File: src/rtl/assert_macros.svh
// Assertion macros shared by the RTL files of the MIDI UART port parser.
`ifndef ASSERT_MACROS_SVH
`define ASSERT_MACROS_SVH
`ifndef NO_ASSERTIONS
// Concurrent assertion that is switched off while the reset is asserted.
`define ASSERT_AR(lbl, clk, rst_n, prop) \
  lbl: assert property (@(posedge clk) disable iff (!rst_n) prop) \
    else $error("assertion failed");
// Concurrent assertion that is checked at every clock edge, reset included.
`define ASSERT_NR(lbl, clk, prop) \
  lbl: assert property (@(posedge clk) prop) \
    else $error("assertion failed");
`else
`define ASSERT_AR(lbl, clk, rst_n, prop)
`define ASSERT_NR(lbl, clk, prop)
`endif
`endif

File: src/rtl/mup_pkg.sv
// Package with the constants and types of the MIDI UART port parser.
`timescale 1ns / 1ps
package mup_pkg;

  localparam logic [7:0]  SYSEX_START   = 8'hF0;
  localparam logic [7:0]  SYSEX_END     = 8'hF7;
  localparam logic [7:0]  CMD_UART      = 8'h3F;
  localparam logic [7:0]  CMD_RESET     = 8'hFF;
  localparam logic [7:0]  ACK_BYTE      = 8'hFE;
  localparam logic [7:0]  STATUS_IDLE   = 8'h80;
  localparam logic [15:0] LENGTHS_RESET = 16'h7AFF;

  localparam logic FUNC_READ  = 1'b0;
  localparam logic FUNC_WRITE = 1'b1;
  localparam logic PORT_DATA  = 1'b0;
  localparam logic PORT_CMD   = 1'b1;

  typedef struct packed {
    logic       func;
    logic       port;
    logic [7:0] data;
  } item_t;

  typedef struct packed {
    logic [7:0]  read_data;
    logic        short_valid;
    logic [23:0] short_message;
    logic        sysex_valid;
    logic [7:0]  sysex_byte;
    logic        sysex_last;
  } result_t;

endpackage

File: src/rtl/mup_in_if.sv
// Interface of the bus access channel into the parser.
`timescale 1ns / 1ps
interface mup_in_if;
  logic       valid;
  logic       ready;
  logic       func;
  logic       port;
  logic [7:0] data;

  modport source (output valid, output func, output port, output data, input ready);
  modport sink   (input valid, input func, input port, input data, output ready);
endinterface

File: src/rtl/mup_out_if.sv
// Interface of the result channel out of the parser.
`timescale 1ns / 1ps
interface mup_out_if;
  logic        valid;
  logic        ready;
  logic [7:0]  read_data;
  logic        short_valid;
  logic [23:0] short_message;
  logic        sysex_valid;
  logic [7:0]  sysex_byte;
  logic        sysex_last;

  modport source (output valid, output read_data, output short_valid, output short_message,
                  output sysex_valid, output sysex_byte, output sysex_last, input ready);
  modport sink   (input valid, input read_data, input short_valid, input short_message,
                  input sysex_valid, input sysex_byte, input sysex_last, output ready);
endinterface

File: src/rtl/midi_uart_port_parser.sv
// Top level of the two-port MIDI UART parser with its result register.
//
//   channel   direction  handshake            word
//   req_i     in         valid/ready          func, port, data
//   rsp_o     out        valid/ready          read_data, short and sysex fields
//   cfg       in         cfg_we_i, no stall   cfg_wdata_i (message lengths)
//
// Each accepted word gives one result word: it is held in the input register,
// then passes through the framing logic into the result register.
// A new word is accepted every cycle while the result side keeps up.
// A stall on rsp_o holds the result register and then the input register.
// Reset clears all port and framing state and loads the default length table.
`timescale 1ns / 1ps
`include "assert_macros.svh"
module midi_uart_port_parser (
  input  logic        clk_i,
  input  logic        rst_ni,
  mup_in_if.sink      req_i,
  mup_out_if.source   rsp_o,
  input  logic        cfg_we_i,
  input  logic [15:0] cfg_wdata_i
);

  logic [15:0]      lengths_q;
  logic             in_vld;
  mup_pkg::item_t   in_item;
  logic             adv;
  mup_pkg::result_t res;
  logic             out_vld_q, out_vld_d;
  mup_pkg::result_t res_q;

  assign adv = in_vld && (!out_vld_q || rsp_o.ready);

  mup_in_reg u_in_reg (
    .clk_i  (clk_i),
    .rst_ni (rst_ni),
    .req_i  (req_i),
    .adv_i  (adv),
    .vld_o  (in_vld),
    .item_o (in_item)
  );

  mup_engine u_engine (
    .clk_i     (clk_i),
    .rst_ni    (rst_ni),
    .step_i    (adv),
    .item_i    (in_item),
    .lengths_i (lengths_q),
    .res_o     (res)
  );

  always_comb begin
    out_vld_d = out_vld_q;
    if (adv) begin
      out_vld_d = 1'b1;
    end else if (rsp_o.ready) begin
      out_vld_d = 1'b0;
    end
  end

  always_ff @(posedge clk_i or negedge rst_ni) begin
    if (!rst_ni) begin
      out_vld_q <= 1'b0;
      lengths_q <= mup_pkg::LENGTHS_RESET;
    end else begin
      out_vld_q <= out_vld_d;
      if (cfg_we_i) begin
        lengths_q <= cfg_wdata_i;
      end
    end
  end

  always_ff @(posedge clk_i) begin
    if (adv) begin
      res_q <= res;
    end
  end

  assign rsp_o.valid         = out_vld_q;
  assign rsp_o.read_data     = res_q.read_data;
  assign rsp_o.short_valid   = res_q.short_valid;
  assign rsp_o.short_message = res_q.short_message;
  assign rsp_o.sysex_valid   = res_q.sysex_valid;
  assign rsp_o.sysex_byte    = res_q.sysex_byte;
  assign rsp_o.sysex_last    = res_q.sysex_last;

  `ASSERT_AR(a_one_message_kind, clk_i, rst_ni, out_vld_q |-> !(res_q.short_valid && res_q.sysex_valid))

endmodule

File: src/rtl/mup_in_reg.sv
// Input register stage that captures one bus access word per cycle while it is empty or advancing.
`timescale 1ns / 1ps
module mup_in_reg (
  input  logic           clk_i,
  input  logic           rst_ni,
  mup_in_if.sink         req_i,
  input  logic           adv_i,
  output logic           vld_o,
  output mup_pkg::item_t item_o
);

  logic           vld_q, vld_d;
  mup_pkg::item_t item_q, item_d;
  logic           take;

  assign req_i.ready = !vld_q || adv_i;
  assign take        = req_i.valid && req_i.ready;

  always_comb begin
    vld_d  = vld_q;
    item_d = item_q;
    if (take) begin
      vld_d       = 1'b1;
      item_d.func = req_i.func;
      item_d.port = req_i.port;
      item_d.data = req_i.data;
    end else if (adv_i) begin
      vld_d = 1'b0;
    end
  end

  always_ff @(posedge clk_i or negedge rst_ni) begin
    if (!rst_ni) begin
      vld_q <= 1'b0;
    end else begin
      vld_q <= vld_d;
    end
  end

  always_ff @(posedge clk_i) begin
    item_q <= item_d;
  end

  assign vld_o  = vld_q;
  assign item_o = item_q;

endmodule

File: src/rtl/mup_engine.sv
// Port state, message framing and result forming for one bus access word.
`timescale 1ns / 1ps
`include "assert_macros.svh"
module mup_engine (
  input  logic             clk_i,
  input  logic             rst_ni,
  input  logic             step_i,
  input  mup_pkg::item_t   item_i,
  input  logic [15:0]      lengths_i,
  output mup_pkg::result_t res_o
);

  logic            busy_q, busy_d;
  logic            armed_q, armed_d;
  logic [7:0]      running_q, running_d;
  logic [1:0]      fill_q, fill_d;
  logic [2:0][7:0] buf_q, buf_d;

  logic [1:0] pos;
  logic [1:0] nfill;
  logic [1:0] len;

  always_comb begin
    busy_d    = busy_q;
    armed_d   = armed_q;
    running_d = running_q;
    fill_d    = fill_q;
    buf_d     = buf_q;
    res_o     = '0;
    pos       = fill_q;
    nfill     = fill_q;
    len       = 2'd0;
    if (item_i.func == mup_pkg::FUNC_READ) begin
      if (item_i.port == mup_pkg::PORT_CMD) begin
        busy_d          = 1'b1;
        armed_d         = 1'b0;
        res_o.read_data = mup_pkg::ACK_BYTE;
      end else begin
        res_o.read_data = {busy_q, 7'd0};
      end
    end else if (item_i.port == mup_pkg::PORT_CMD) begin
      if (item_i.data == mup_pkg::CMD_UART) begin
        busy_d = 1'b0;
      end
      if (item_i.data == mup_pkg::CMD_RESET) begin
        armed_d = 1'b1;
        fill_d  = 2'd0;
        busy_d  = 1'b0;
      end
    end else if (!armed_q) begin
      if (running_q == mup_pkg::SYSEX_START) begin
        res_o.sysex_valid = 1'b1;
        res_o.sysex_byte  = item_i.data;
        if (item_i.data == mup_pkg::SYSEX_END) begin
          res_o.sysex_last = 1'b1;
          running_d        = mup_pkg::STATUS_IDLE;
          buf_d[0]         = mup_pkg::STATUS_IDLE;
          fill_d           = 2'd0;
        end
      end else begin
        // A data byte with no message open reuses the running status.
        if (!item_i.data[7] && fill_q == 2'd0) begin
          buf_d[0] = running_q;
          pos      = 2'd1;
        end
        case (pos)
          2'd0:    buf_d[0] = item_i.data;
          2'd1:    buf_d[1] = item_i.data;
          2'd2:    buf_d[2] = item_i.data;
          default: buf_d[2] = item_i.data;
        endcase
        nfill     = pos + 2'd1;
        running_d = buf_d[0];
        len       = lengths_i[{buf_d[0][6:4], 1'b0} +: 2];
        if (buf_d[0] == mup_pkg::SYSEX_START) begin
          res_o.sysex_valid = 1'b1;
          res_o.sysex_byte  = mup_pkg::SYSEX_START;
          fill_d            = nfill;
        end else if (nfill >= len) begin
          res_o.short_valid   = 1'b1;
          res_o.short_message = {buf_d[2], buf_d[1], buf_d[0]};
          fill_d              = 2'd0;
        end else begin
          fill_d = nfill;
        end
      end
    end
  end

  always_ff @(posedge clk_i or negedge rst_ni) begin
    if (!rst_ni) begin
      busy_q    <= 1'b0;
      armed_q   <= 1'b0;
      running_q <= mup_pkg::STATUS_IDLE;
      fill_q    <= 2'd0;
      buf_q     <= '0;
    end else if (step_i) begin
      busy_q    <= busy_d;
      armed_q   <= armed_d;
      running_q <= running_d;
      fill_q    <= fill_d;
      buf_q     <= buf_d;
    end
  end

  `ASSERT_NR(a_fill_range, clk_i, fill_q != 2'd3)
  `ASSERT_AR(a_running_is_status, clk_i, rst_ni, running_q[7])
  `ASSERT_AR(a_armed_drops_data, clk_i, rst_ni, step_i && armed_q && item_i.func && !item_i.port |=> $stable(fill_q) && $stable(running_q) && $stable(buf_q))

endmodule

File: src/flat_wrapper.sv
// flat-port wrapper written by rule: the top's interface ports become plain ports
module midi_uart_port_parser_flat 
  (clk_i, rst_ni, cfg_we_i, cfg_wdata_i, req_i_valid, req_i_func, req_i_port, req_i_data, req_i_ready, rsp_o_valid, rsp_o_read_data, rsp_o_short_valid, rsp_o_short_message, rsp_o_sysex_valid, rsp_o_sysex_byte, rsp_o_sysex_last, rsp_o_ready);
  mup_in_if req_i_i ();
  mup_out_if rsp_o_i ();
  input  logic clk_i;
  input  logic rst_ni;
  input  logic cfg_we_i;
  input  logic [15:0] cfg_wdata_i;
  input wire logic [$bits(req_i_i.valid)-1:0] req_i_valid;
  input wire logic [$bits(req_i_i.func)-1:0] req_i_func;
  input wire logic [$bits(req_i_i.port)-1:0] req_i_port;
  input wire logic [$bits(req_i_i.data)-1:0] req_i_data;
  output wire logic [$bits(req_i_i.ready)-1:0] req_i_ready;
  output wire logic [$bits(rsp_o_i.valid)-1:0] rsp_o_valid;
  output wire logic [$bits(rsp_o_i.read_data)-1:0] rsp_o_read_data;
  output wire logic [$bits(rsp_o_i.short_valid)-1:0] rsp_o_short_valid;
  output wire logic [$bits(rsp_o_i.short_message)-1:0] rsp_o_short_message;
  output wire logic [$bits(rsp_o_i.sysex_valid)-1:0] rsp_o_sysex_valid;
  output wire logic [$bits(rsp_o_i.sysex_byte)-1:0] rsp_o_sysex_byte;
  output wire logic [$bits(rsp_o_i.sysex_last)-1:0] rsp_o_sysex_last;
  input wire logic [$bits(rsp_o_i.ready)-1:0] rsp_o_ready;
  assign req_i_i.valid = req_i_valid;
  assign req_i_i.func = req_i_func;
  assign req_i_i.port = req_i_port;
  assign req_i_i.data = req_i_data;
  assign req_i_ready = req_i_i.ready;
  assign rsp_o_valid = rsp_o_i.valid;
  assign rsp_o_read_data = rsp_o_i.read_data;
  assign rsp_o_short_valid = rsp_o_i.short_valid;
  assign rsp_o_short_message = rsp_o_i.short_message;
  assign rsp_o_sysex_valid = rsp_o_i.sysex_valid;
  assign rsp_o_sysex_byte = rsp_o_i.sysex_byte;
  assign rsp_o_sysex_last = rsp_o_i.sysex_last;
  assign rsp_o_i.ready = rsp_o_ready;
  midi_uart_port_parser u_core (.clk_i(clk_i), .rst_ni(rst_ni), .req_i(req_i_i), .rsp_o(rsp_o_i), .cfg_we_i(cfg_we_i), .cfg_wdata_i(cfg_wdata_i));
endmodule
File: config.mk
export PLATFORM = sky130hd
export DESIGN_NAME = midi_uart_port_parser_flat
export DESIGN_NICKNAME = d
export VERILOG_FILES = /design/src/rtl/mup_pkg.sv /design/src/rtl/mup_in_if.sv /design/src/rtl/mup_out_if.sv /design/src/rtl/midi_uart_port_parser.sv /design/src/rtl/mup_in_reg.sv /design/src/rtl/mup_engine.sv /design/src/flat_wrapper.sv
export VERILOG_INCLUDE_DIRS = /design/src /design/src/rtl
export SDC_FILE = /design/constraint.sdc
export NUM_CORES = 1
export LEC_CHECK = 0
export BUFFER_PORTS_ARGS = -buffer_cell sky130_fd_sc_hd__buf_2
export CAP_MARGIN = 5
export CORE_MARGIN = 2
export CORE_UTILIZATION = 55
export DETAILED_ROUTE_END_ITERATION = 8
export GPL_TIMING_DRIVEN = 0
export MAX_ROUTING_LAYER = met4
export PLACE_DENSITY = 0.79
export SYNTH_ARGS = -nofsm -noshare
export SYNTH_HDL_FRONTEND = slang
export SYNTH_SLANG_ARGS = --single-unit
File: constraint.sdc
create_clock -name clk_i -period 8.6 [get_ports clk_i]
set_clock_uncertainty 0.15 [all_clocks]
set_input_delay 1.29 -clock clk_i [delete_from_list [all_inputs] [get_ports clk_i]]
set_output_delay 1.29 -clock clk_i [all_outputs]
set_load 0.02 [all_outputs]
======== After elaboration in Yosys (flattened, before gate mapping) ========
Cells that the tools add are included.
word-level totals
  ROM bits ................................ 0
  output and inout bits ................... 45
  input bits .............................. 31
  bits in writable memories ............... 0
  register bits after elaboration ......... 107
  bits in latches ......................... 0
  memories ................................ 0
  logic and storage cells ................. 101
operators by class
  magnitude comparators ................... 1
  reduce and logical (&&, ||, !) cells .... 22
  div/mod/pow operators ................... 0
  add/sub/neg operators ................... 1
  multiplexer cells ....................... 40
  shifts and indexed selects .............. 1
  bitwise operators ....................... 5
  equality and inequality tests ........... 12
  multiply operators ...................... 0
operator list
  operator               count
  $mux W8                11
  $eq A8 B8 Y1 const B   4
  $mux W25               1
  $mux W2                12
  $mux W9                2
  $shiftx A16 B5 Y2      1
  $reduce_and A5 Y1      3
  $mux W1                14
  $eq A8 B6 Y1 const B   1
  $reduce_and A3 Y1      2
  $reduce_or A6 Y1       1
  $not A1 Y1             5
  $reduce_or A5 Y1       1
  $logic_not A2 Y1       2
  $ne A2 B1 Y1 const B   2
  $ne A2 B2 Y1 const B   2
  $reduce_bool A2 Y1     2
  $reduce_or A4 Y1       1
  $logic_and A1 B1 Y1    3
  $logic_not A1 Y1       3
  $ne A3 B1 Y1 const B   1
  $ne A3 B3 Y1 const B   1
  $reduce_or A3 Y1       1
  $add A2 B1 Y2 const B  1
  4 further kinds        5

======== Longest topological paths before layout ========
Gate-level depths: netlist of the first run.
  depth after elaboration ................. 20
  mapped depth ............................ 17
  mapped depth without buffers ............ 13

======== Modules after synthesis ========
A second synthesis of the first run with hierarchy kept.
unflattened totals
  cell total of the unflattened synthesis .. 320
  area total of the unflattened synthesis .. 4621.9 µm²
by module, submodules not included
  module                 cells each  times used  area an instance (µm²)
  mup_engine             225         1           2267.2
  midi_uart_port_parser  81          1           2000.7
  mup_in_reg             14          1           354.1

======== Worst setup path after synthesis of the first run ========
OpenSTA, ideal clock, no wires.
  kind .................................... reg2reg
  from .................................... register u_core.u_in_reg.item_q (netlist bit u_core.u_in_reg.item_o[7])
  to ...................................... register u_core.res_q (netlist bit u_core.rsp_o.short_message[4]), data pin
  library setup time ...................... 278 ps
  cell stages (with the launch flop) ...... 17
  arrival time ............................ 3165 ps
  required time ........................... 8172 ps
  buffers on the path ..................... 3
  setup slack ............................. 5007 ps
  path through ............................ edfxtp_1 buf_2 nor2_1 nor2_1 ha_1 buf_6 mux2i_1 mux4_2 nor2_1 a31oi_1 ha_1 nand2b_1 a21oi_1 a41oi_1 nand3_1 buf_2 nor2_1
between the ends
  word-level cells in the longest chain between the ends .. 17
  elaborated cells between the ends (all ways) .. 20
RTL lines
  what                        line                         source
  start, declared             mup_in_reg.sv:13             mup_pkg::item_t item_q, item_d;
  start signal, assigned      mup_in_reg.sv:41             item_q <= item_d;
  $logic_not A1 Y1            mup_engine.sv:62             if (!item_i.data[7] && fill_q == 2'd0) begin
  $logic_and A1 B1 Y1         mup_engine.sv:62
  $mux W2                     mup_engine.sv:62
  $mux W2                     mup_engine.sv:51             if (running_q == mup_pkg::SYSEX_START) begin
  $mux W2                     mup_engine.sv:50             end else if (!armed_q) begin
  $mux W2                     mup_engine.sv:41             end else if (item_i.port == mup_pkg::PORT_CMD) begin
  $mux W2                     mup_engine.sv:33             if (item_i.func == mup_pkg::FUNC_READ) begin
  $logic_not A2 Y1            mup_engine.sv:66             case (pos)
  $mux W8                     mup_engine.sv:66
  $mux W8                     mup_engine.sv:51
  $mux W8                     mup_engine.sv:50
  $mux W8                     mup_engine.sv:41
  $mux W8                     mup_engine.sv:33
  $shiftx A16 B5 Y2           mup_engine.sv:74             len = lengths_i[{buf_d[0][6:4], 1'b0} +: 2];
  $ge A2 B2 Y1                mup_engine.sv:79             end else if (nfill >= len) begin
  $not A1 Y1 (no line)        n/a
  $reduce_or A6 Y1 (no line)  n/a
  end signal, assigned        midi_uart_port_parser.sv:75  res_q <= res;
  end, declared               midi_uart_port_parser.sv:30  mup_pkg::result_t res_q;
Parallel ways exist; a longest one is shown, timed or not. The select of a mux whose other input is x is not followed.
A chain may end at the register's enable or synchronous reset.

======== Final worst setup path of the first run ========
Same ends and word-level chain as after synthesis.

==> impl_metrics.json, run 1 <==
{
  "ys_async_sr_fraction": 0.500,
  "ant_nets": 0,
  "clockBufferDepth": 2,
  "synth_nets": 360,
  "highest_layer": "met4",
  "synthFlopType": "edfxtp_1",
  "grt-ovfl-total": 0,
  "num_vias": 2936,
  "tns_ps": 0,
  "crit_chain": "buf_2 -> nor2_1 -> nor2_1 -> ha_1 -> buf_6 -> mux2i_1 -> mux4_2 -> nor2_1 -> a31oi_1 -> ha_1 -> nand2b_1 -> a21oi_1 -> a41oi_1 -> nand3_1 -> buf_2 -> nor2_1",
  "root_buffer": "clkbuf_8",
  "endpoint_kind": "flip-flop",
  "vias_per_cell": 5.69,
  "final_cell_mix": "buf_2, edfxtp_1, dfrtp_1",
  "setup_viol": 0,
  "cts-htree-levels": 3,
  "ys_seq_area_frac": 0.615,
  "synth_edf_count": 47,
  "wl_met1_um": 3900,
  "layout_commonest_cell": "buf_2",
  "cp_common_cell": "nor2_1",
  "reg2reg_to": "u_core.rsp_o.short_message[4]",
  "grt_util_all_layers": 0.223,
  "first_pass_iters": 5,
  "synth_xor_area_frac": 0.00207,
  "synth_mux_area_frac": 0.133,
  "synth-compound-area-share": 0.0871,
  "synthSimpleGateAreaFrac": 0.110,
  "avgSynthCellArea_um2": 13.0,
  "drcViolationCount": 0,
  "min_period_ps": 4350,
  "clk_latency_ps": 360,
  "syn_inst": 325,
  "fp.dieH_um": 91.8,
  "syn-cell-area_mm2": 0.00424,
  "hold_path.class": "flip-flop to flip-flop",
  "grt_pass1_vias": 2814,
  "critPathRequiredTime_ps": 8540,
  "path_clk_slew_ps": 80,
  "cp-start-kind": "flip-flop",
  "synth.distinct_cells": 51,
  "fmax_mhz": 230,
  "hold_depth": 1,
  "layout-drive-gt1-share": 0.382,
  "rrSetupSlack_ps": 4250,
  "grt_start_max_net_pins": 48,
  "power_w": 0.00144,
  "portBuffers": 73,
  "status": "completed",
  "synthToLayoutAreaGrowth_pct": 16.3,
  "worstReg2RegStart": "u_core.u_in_reg.item_o[7]",
  "finalHoldViolCount": 0,
  "clkSinkCount": 94,
  "maxSlewHeadroom": 0.272,
  "synth_top_family_by_area": "multiplexers",
  "cts_resized": 0,
  "drv_slew": 0,
  "grt_pass1_wl_um": 14000,
  "rows": 32,
  "rsz0062_at_grt": "false",
  "wl_per_cell_um": 17.0,
  "numCtsBuffers": 9,
  "drt-total-wl_um": 8780,
  "gp_congestion": 0.906,
  "initial_core_util": 0.557,
  "postCtsHoldBufs": 0,
  "p_leak_nw": 2.05,
  "synth.area.top_cells": "edfxtp_1, dfrtp_1, dfstp_2",
  "arrival_ps": 4290,
  "antenna_cells": 0,
  "dp_hpwl_um": 6070,
  "io_pins": 76,
  "r2r_cells": 16,
  "fill_cells": 598,
  "worstSetupPathType": "flip-flop to flip-flop",
  "crit_fanout": 10,
  "fin_nets": 444,
  "fp.dieW_um": 91.8,
  "worstHoldStart": "u_core.u_engine.buf_q[21]",
  "power.density_mw_per_mm2": 292,
  "dieArea_mm2": 0.00842,
  "ir_drop_v": 0.000143,
  "slowest_stage": "mux2i_1",
  "drt_iter0_markers": 176,
  "critical_path.max_stage_delay_ps": 670,
  "worst_pin_slew_ps": 1090,
  "cts_setup_buffers": 0,
  "fin_crit_sh": 0.506,
  "synth_top_area_share": 0.333,
  "core_mm2": 0.00761,
  "yosysTopAreaCell": "edfxtp_1",
  "ys_ff_latch": 94,
  "dr_wl_met2_um": 4210,
  "antenna_found_initial": 0,
  "min_to": "u_core.u_engine.buf_q[21]",
  "ys_warn_count": 0,
  "cap_violations": 0,
  "tritoncts": "done",
  "synthAdderAreaFrac": 0.0118,
  "wl_met3_um": 518
}
-- cell type report --
type	count	area, µm²	share of cell area
inverter	8	30.0	0.00609
clock buffer	10	128	0.0259
buffer	26	140	0.0284
clock inverter	6	70.1	0.0142
tap	102	128	0.0259
sequential	94	2610	0.528
multi-input combinational	197	1460	0.297
timing repair buffer	73	365	0.0741
-- power by group --
part	switching, W	internal, W	leakage [nW]
Clock	0.000154	0.000136	0.0891
Sequential	0.0000535	0.000588	1.02
Combinational	0.000301	0.000207	0.950
Total	0.000508	0.000931	2.05
-- logic make-up after synthesis --
family          after synthesis
mux                          50
flops                        94
compound gates               57
xor+xnor                      1
simple gates                 84
buf+inv                      34
fa+ha+maj                     4
other cells                   1
-- routing by layer --
layer,up-vias,track usage
met2,128,0.344
met1,1428,0.294
met4,0,0.0908
met3,19,0.0444
li1,1361,-
met5,-,-
-- worst max-delay path, delay by kind of cell, from the launching register on --
kind / cells / cell delay, ps
and+or+nand+nor: 6 / 840
buffers and inverters: 3 / 700
muxes: 2 / 1270
adders and majority gates: 2 / 480
AOI/OAI and AO/OA: 3 / 290
DFF: 1 / 330
-- cell usage after synthesis (all sizes together), types with 2 or more instances --
library cell,count
clkbuf,11
dfrtp,33
dfstp,14
mux4,2
a32o,5
nor3,5
a21oi,16
or3,4
and2,3
o21ai,13
nand2,16
and3,5
nor2,23
edfxtp,47
inv,8
buf,15
nand4,4
o211ai,2
mux2i,16
nand4b,2
ha,4
o31ai,3
a21boi,3
nand3,8
nand2b,4
o21a,6
nand3b,2
mux2,32
nor2b,2
a211oi,2
-- state kept, by name, summed over array words and instances, names as in the netlist --
signal and cells:
u_core.u_engine.running_q 8, u_core.rsp_o.short_message 24, u_core.rsp_o.sysex_last 1, u_core.rsp_o.valid 1
u_core.lengths_q 16, u_core.rsp_o.short_valid 1, u_core.u_engine.armed_q 1, u_core.rsp_o.sysex_byte 8
u_core.u_engine.busy_q 1, u_core.rsp_o.read_data 2, u_core.u_in_reg.item_o 10, u_core.rsp_o.sysex_valid 1
u_core.u_in_reg.vld_o 1, u_core.u_engine.fill_q 2, u_core.u_engine.buf_q 17
-- worst max path at each step --
stage                                   start  slack, ps                            end
floorplan           u_core.u_in_reg.item_o[7]       5010  u_core.rsp_o.short_message[4]
global route        u_core.u_in_reg.item_o[7]       3930  u_core.rsp_o.short_message[4]
finish              u_core.u_in_reg.item_o[7]       4250  u_core.rsp_o.short_message[4]
global placement    u_core.u_in_reg.item_o[7]       4290  u_core.rsp_o.short_message[4]
detailed placement  u_core.u_in_reg.item_o[7]       4240  u_core.rsp_o.short_message[4]
CTS                 u_core.u_in_reg.item_o[7]       4210  u_core.rsp_o.short_message[4]
-- stage by stage --
step,hold WS (ps),util,area [µm²],std cells,setup slack (ps)
floorplan,308,-,4240,325,5010
global placement,333,0.622,4730,500,4290
detailed placement,339,0.622,4730,500,4240
CTS,361,0.648,4930,516,4210
global route,372,0.648,4930,516,3930
finish,362,0.648,4930,516,4250
No activity file was read; power rests on OpenSTA's default activity.
==> inputs of run 2 (changes only) <==
--- a/config.mk
+++ b/config.mk
@@ -6,14 +6,15 @@
 export SDC_FILE = /design/constraint.sdc
 export NUM_CORES = 1
 export LEC_CHECK = 0
+export ABC_AREA = 1
 export BUFFER_PORTS_ARGS = -buffer_cell sky130_fd_sc_hd__buf_2
 export CAP_MARGIN = 5
 export CORE_MARGIN = 2
-export CORE_UTILIZATION = 55
+export CORE_UTILIZATION = 50
 export DETAILED_ROUTE_END_ITERATION = 8
 export GPL_TIMING_DRIVEN = 0
 export MAX_ROUTING_LAYER = met4
-export PLACE_DENSITY = 0.79
+export PLACE_DENSITY = 0.76
 export SYNTH_ARGS = -nofsm -noshare
 export SYNTH_HDL_FRONTEND = slang
 export SYNTH_SLANG_ARGS = --single-unit
==> constraint.sdc (replaced) <==
create_clock -name clk_i -period 4 [get_ports clk_i]
set_clock_uncertainty 0.15 [all_clocks]
set_input_delay 0.6 -clock clk_i [delete_from_list [all_inputs] [get_ports clk_i]]
set_output_delay 0.6 -clock clk_i [all_outputs]
set_load 0.02 [all_outputs]
==> run 2 against run 1 <==
Compared with the run above:
- clock power grew 110%
- hold slack lost 110 ps
- global-route usage shrank 1.5 points
- sequential power grew 120%
- flip-flop and latch count is the same
- design area shrank 1.6%
- critical path depth grew 1
- largest power group unchanged
==> impl_metrics.json, run 2 <==
{
  "cts_resized": 0,
  "initial_core_util": 0.510,
  "drt-total-wl_um": 8420,
  "path_delay_family": "simple AND/OR/NAND/NOR gates",
  "setup_viol": 0,
  "drcViolationCount": 0,
  "slowest_stage": "edfxtp_1",
  "min_period_ps": 3370,
  "clkSinkCount": 94,
  "grt-ovfl-total": 0,
  "clockBufferDepth": 2,
  "synth_edf_count": 47,
  "grt_start_max_net_pins": 48,
  "arrival_ps": 3350,
  "synth_most_common_cell": "nand2_1",
  "rows": 33,
  "cp_common_cell": "nand2_1",
  "core_mm2": 0.00809,
  "grt_util_all_layers": 0.208,
  "finalHoldViolCount": 0,
  "fmax_mhz": 296,
  "layout_commonest_cell": "nand2_1",
  "gp_congestion": 0.905,
  "p_leak_nw": 2.22,
  "fp.dieW_um": 94.8,
  "ir_drop_v": 0.000324,
  "synthFlopType": "edfxtp_1",
  "final_cell_mix": "nand2_1, buf_2, nor2_1",
  "rsz0062_at_grt": "false",
  "dp_hpwl_um": 6180,
  "num_vias": 3207,
  "largest_reg_flops": 24,
  "cts_setup_buffers": 0,
  "power.density_mw_per_mm2": 661,
  "worstSetupPathType": "flip-flop to flip-flop",
  "io_pins": 76,
  "yosysTopAreaCell": "edfxtp_1",
  "root_buffer": "clkbuf_8",
  "vias_per_cell": 5.22,
  "ys_async_sr_fraction": 0.500,
  "crit_chain": "inv_2 -> a21oi_1 -> ha_1 -> buf_6 -> nand2_1 -> nand2_2 -> clkbuf_1 -> a21oi_1 -> o21ai_0 -> nand3_1 -> nand2_1 -> ha_1 -> o21ai_0 -> nand2_1 -> nand3_2 -> buf_6 -> nor2_1",
  "fin_cells": 614,
  "critPathRequiredTime_ps": 3970,
  "postCtsHoldBufs": 0,
  "fp.dieH_um": 94.8,
  "synth_nets": 454,
  "drt_iter0_markers": 248,
  "maxSlewHeadroom": 0.296,
  "syn_inst": 419,
  "antenna_cells": 0,
  "ys_seq_area_frac": 0.631,
  "synth.area.top_cells": "edfxtp_1, dfrtp_1, dfstp_2",
  "cp-start-kind": "flip-flop",
  "dpl.cell_count": 598,
  "antenna_found_initial": 0,
  "layout-drive-gt1-share": 0.261,
  "hold_path.class": "input port to flip-flop",
  "worst_pin_slew_ps": 1060,
  "portBuffers": 73,
  "ys_warn_count": 0,
  "placed_cell_area_mm2": 0.00466,
  "dieArea_mm2": 0.00900,
  "grt_pass1_wl_um": 14000,
  "ant_nets": 0,
  "layout.cell_area.non_filler_mm2": 0.00485,
  "first_pass_iters": 5,
  "avgSynthCellArea_um2": 9.85,
  "tritoncts": "done",
  "cts-htree-levels": 3,
  "clk_latency_ps": 370,
  "grt_pass1_vias": 2995,
  "status": "completed",
  "ys_ff_latch": 94,
  "synth_common_cells": "nand2_1, nor2_1, edfxtp_1",
  "synth.distinct_cells": 29,
  "path_clk_slew_ps": 100,
  "fin_crit_sh": 0.843,
  "syn-cell-area_mm2": 0.00413,
  "wl_per_cell_um": 13.7,
  "endpoint_kind": "flip-flop",
  "synth_top_area_share": 0.342,
  "cap_violations": 0,
  "synthToLayoutAreaGrowth_pct": 17.6,
  "critical_path.max_stage_delay_ps": 450,
  "drv_slew": 0,
  "crit_fanout": 10,
  "tns_ps": 0,
  "numCtsBuffers": 9,
  "crit_buf_inv": 4,
  "fin_nets": 539
}
-- run 2: power breakdown --
part           switching, W  internal, W  total (W)
clock network      0.000365     0.000241   0.000606
registers          0.000101      0.00129    0.00139
logic              0.000805     0.000409    0.00121
total               0.00127      0.00194    0.00321
-- run 2: final cells by class --
cell class                 count  area [µm²]
buffer                        20         133
clock buffer                   9         124
clock inverter                 7        65.1
fill                         715        3240
inverter                      45         169
multi-input combinational    260        1230
sequential                    94        2610
tap                          105         131
timing repair buffer          74         393
-- run 2: final timing paths --
check / cells past startpoint / slack (ps) / from / endpoint
worst max register to register: 17 / 630 / u_core.u_in_reg.item_o[7] / u_core.rsp_o.short_message[13]
worst min-delay path: 1 / 250 / req_i_data[2] / u_core.u_in_reg.item_o[2]
worst min register to register: 2 / 330 / u_core.u_engine.buf_q[19] / u_core.u_engine.buf_q[19]
worst max-delay path: 17 / 630 / u_core.u_in_reg.item_o[7] / u_core.rsp_o.short_message[13]
min in group asynchronous: 1 / 270 / rst_ni / u_core.u_engine.running_q[3]
max in group asynchronous: 1 / 2790 / rst_ni / u_core.u_engine.armed_q
-- run 2: stage by stage --
step | power (W) | hold slack (ps) | utilization | setup WS (ps)
finish | 0.00321 | 252 | 0.599 | 626
global route | 0.00343 | 250 | 0.599 | 397
CTS | 0.00322 | 246 | 0.599 | 619
detailed placement | 0.00261 | 319 | 0.576 | 663
global placement | 0.00255 | 306 | 0.571 | -854
floorplan | 0.00228 | 154 | - | 323
-- run 2: routing by layer --
metal | up-vias | track usage | routed length [µm]
li1 | 1544 | - | -
met1 | 1503 | 0.267 | 3530
met2 | 137 | 0.332 | 4190
met3 | 23 | 0.0295 | 467
met4 | 0 | 0.0930 | 225
met5 | - | - | 0
-- run 2: cells by family (layout without fill, tap and decap cells) --
kind of cell | Yosys count | in the layout | synth area share
DFF | 94 | 94 | 0.631
adders and majority gates | 4 | 4 | 0.0121
buffers and inverters | 65 | 155 | 0.0731
muxes | 6 | 6 | 0.0164
AOI/OAI and AO/OA | 88 | 88 | 0.112
other | 1 | 1 | 0.000909
and+or+nand+nor | 161 | 161 | 0.154
==> inputs of run 3 (changes only) <==
--- a/config.mk
+++ b/config.mk
@@ -6,7 +6,7 @@
 export SDC_FILE = /design/constraint.sdc
 export NUM_CORES = 1
 export LEC_CHECK = 0
-export ABC_AREA = 1
+export ABC_AREA = 0
 export BUFFER_PORTS_ARGS = -buffer_cell sky130_fd_sc_hd__buf_2
 export CAP_MARGIN = 5
 export CORE_MARGIN = 2
==> constraint.sdc (replaced) <==
create_clock -name clk_i -period 2.9 [get_ports clk_i]
set_clock_uncertainty 0.15 [all_clocks]
set_input_delay 0.435 -clock clk_i [delete_from_list [all_inputs] [get_ports clk_i]]
set_output_delay 0.435 -clock clk_i [all_outputs]
set_load 0.02 [all_outputs]
==> run 3 against run 2 <==
Compared with the run above:
- the run now ends with setup timing left
- sequential share of layout area down 3.1 points
- critical path depth shrank 3
- register-to-register slack lost 1200 ps
- first-iteration DRC count shrank 43%
- utilization is 2.8 points higher
- via count down 8.8%
- non-clock buffer count increased by 12
==> impl_metrics.json, run 3 (synthesized netlist as in run 1, its figures left out) <==
{
  "cp_common_cell": "nor2_2",
  "antenna_cells": 0,
  "numCtsBuffers": 9,
  "drcViolationCount": 0,
  "worst_pin_slew_ps": 1080,
  "grt_pass1_vias": 2893,
  "layout-drive-gt1-share": 0.458,
  "initial_core_util": 0.516,
  "synthToLayoutAreaGrowth_pct": 21.6,
  "first_pass_iters": 4,
  "startpoint": "u_core.u_engine.fill_q[1]",
  "layout_commonest_cell": "buf_2",
  "fin_cells": 526,
  "cts-htree-levels": 3,
  "crit_path_end": "u_core.u_engine.fill_q[0]",
  "antenna_found_initial": 0,
  "worstHoldStart": "req_i_data[2]",
  "violations": "setup timing",
  "critical_path.max_stage_delay_ps": 540,
  "status": "finished, violations left",
  "dpl.cell_count": 503,
  "gp_congestion": 0.902,
  "wl_per_cell_um": 16.9,
  "postCtsHoldBufs": 0,
  "final_cell_mix": "buf_2, edfxtp_1, dfrtp_1",
  "p_leak_nw": 2.12,
  "setup_viol": 27,
  "arrival_ps": 3550,
  "ant_nets": 0,
  "drt_iter0_markers": 142,
  "worstSetupPathType": "flip-flop to flip-flop",
  "core_mm2": 0.00822,
  "worstReg2RegStart": "u_core.u_engine.fill_q[1]",
  "clockBufferDepth": 2,
  "setup_slack_ps": -529,
  "r2r_cells": 14,
  "fin_nets": 451,
  "grt_pass1_wl_um": 14100,
  "drt-total-wl_um": 8890,
  "maxSlewHeadroom": 0.277,
  "fin_crit_sh": 1.18,
  "grt-ovfl-total": 0,
  "power.density_mw_per_mm2": 910,
  "grt_util_all_layers": 0.212,
  "rrSetupSlack_ps": -530,
  "io_pins": 76,
  "hold_path.class": "input port to flip-flop",
  "fp.dieW_um": 96.1,
  "grt_start_max_net_pins": 48,
  "critPathRequiredTime_ps": 3020,
  "cp-start-kind": "flip-flop",
  "hold_depth": 1,
  "reg2reg_to": "u_core.u_engine.fill_q[0]",
  "root_buffer": "clkbuf_8",
  "portBuffers": 73,
  "slowest_stage": "mux4_2",
  "cap_violations": 0,
  "tritoncts": "done",
  "fp.dieH_um": 96.1,
  "vias_per_cell": 5.56,
  "endpoint_kind": "flip-flop",
  "finalHoldViolCount": 0,
  "min_period_ps": 3430,
  "ir_drop_v": 0.000444,
  "dieArea_mm2": 0.00923,
  "drv_slew": 0,
  "fmax_mhz": 292,
  "pre_cts_ws_ps": -853,
  "largest_reg_flops": 24,
  "rows": 33,
  "crit_chain": "nor2_2 -> nor2_2 -> ha_2 -> buf_6 -> mux2i_4 -> mux4_2 -> nor2_2 -> a31oi_1 -> ha_1 -> nand2b_4 -> a21oi_4 -> a41oi_2 -> or3_4 -> o31ai_2",
  "power_w": 0.00469,
  "clk_latency_ps": 360,
  "dp_hpwl_um": 5870,
  "rsz0062_at_grt": "true",
  "num_vias": 2925,
  "crit_fanout": 5,
  "path_clk_slew_ps": 90,
  "clkSinkCount": 94,
  "utilization": 0.627
}
## run 3: cell count changes in the layout (fill, tap and decap cells not counted), sizes merged, moves of 16 or more
cell and change:
nand2 -77, o21ai -56, inv -39, nor2 -29, mux2 +26, mux2i +16
## run 3: final cells by class
type / count / area, µm²
Fill cell: 624 / 3070
Sequential cell: 94 / 2610
Multi-Input combinational cell: 197 / 1610
Timing Repair Buffer: 81 / 433
Buffer: 25 / 149
Tap cell: 105 / 131
Clock buffer: 10 / 128
Clock inverter: 6 / 61.3
Inverter: 8 / 30.0
## run 3: through the flow
| stage | TNS (ps) | hold WS (ps) | instance area [µm²] |
|---|---|---|---|
| floorplan | -8410 | -10.6 | 4290 |
| global placement | -20910 | 333 | 4780 |
| detailed placement | -21760 | 339 | 4790 |
| CTS | -13150 | 77.8 | 5090 |
| global route | -16570 | 75.6 | 5150 |
| finish | -13100 | 96.2 | 5150 |
## run 3: repair_timing
action,CTS,global route
endpoints found under the setup margin,27,27
setup buffers,6,1
gates cloned,1,0
gates resized for setup,17,17
pin swaps,6,2
## run 3: worst min-delay path by stage
stage                                 to  slack [ps]
6_report       u_core.u_in_reg.item_o[2]         100
5_1_grt        u_core.u_in_reg.item_o[2]          80
4_1_cts        u_core.u_in_reg.item_o[2]          80
3_5_place_dp    u_core.u_engine.buf_q[7]         340
3_3_place_gp   u_core.u_engine.buf_q[22]         330
2_1_floorplan       u_core.lengths_q[10]         -10
## run 3: worst max-delay path: cells and delay by family (launching register included)
kind	cells	cell delay, ps
AOI/OAI and AO/OA	4	460
DFF	1	440
and+or+nand+nor	5	860
buffers and inverters	1	130
muxes	2	800
adders and majority gates	2	510
## run 3: layer usage
| layer | track usage | vias to the layer above | routed length, µm |
|---|---|---|---|
| met1 | 0.267 | 1452 | 3700 |
| met4 | 0.0964 | 0 | 92 |
| met2 | 0.340 | 101 | 4600 |
| met3 | 0.0329 | 10 | 498 |
| li1 | - | 1362 | - |
| met5 | - | - | 0 |
## run 3: power breakdown
group	leakage, nW	internal [W]	switching [W]
logic	1.01	0.000848	0.00109
registers	1.02	0.00175	0.000165
clock network	0.0981	0.000398	0.000440
total	2.12	0.00299	0.00170
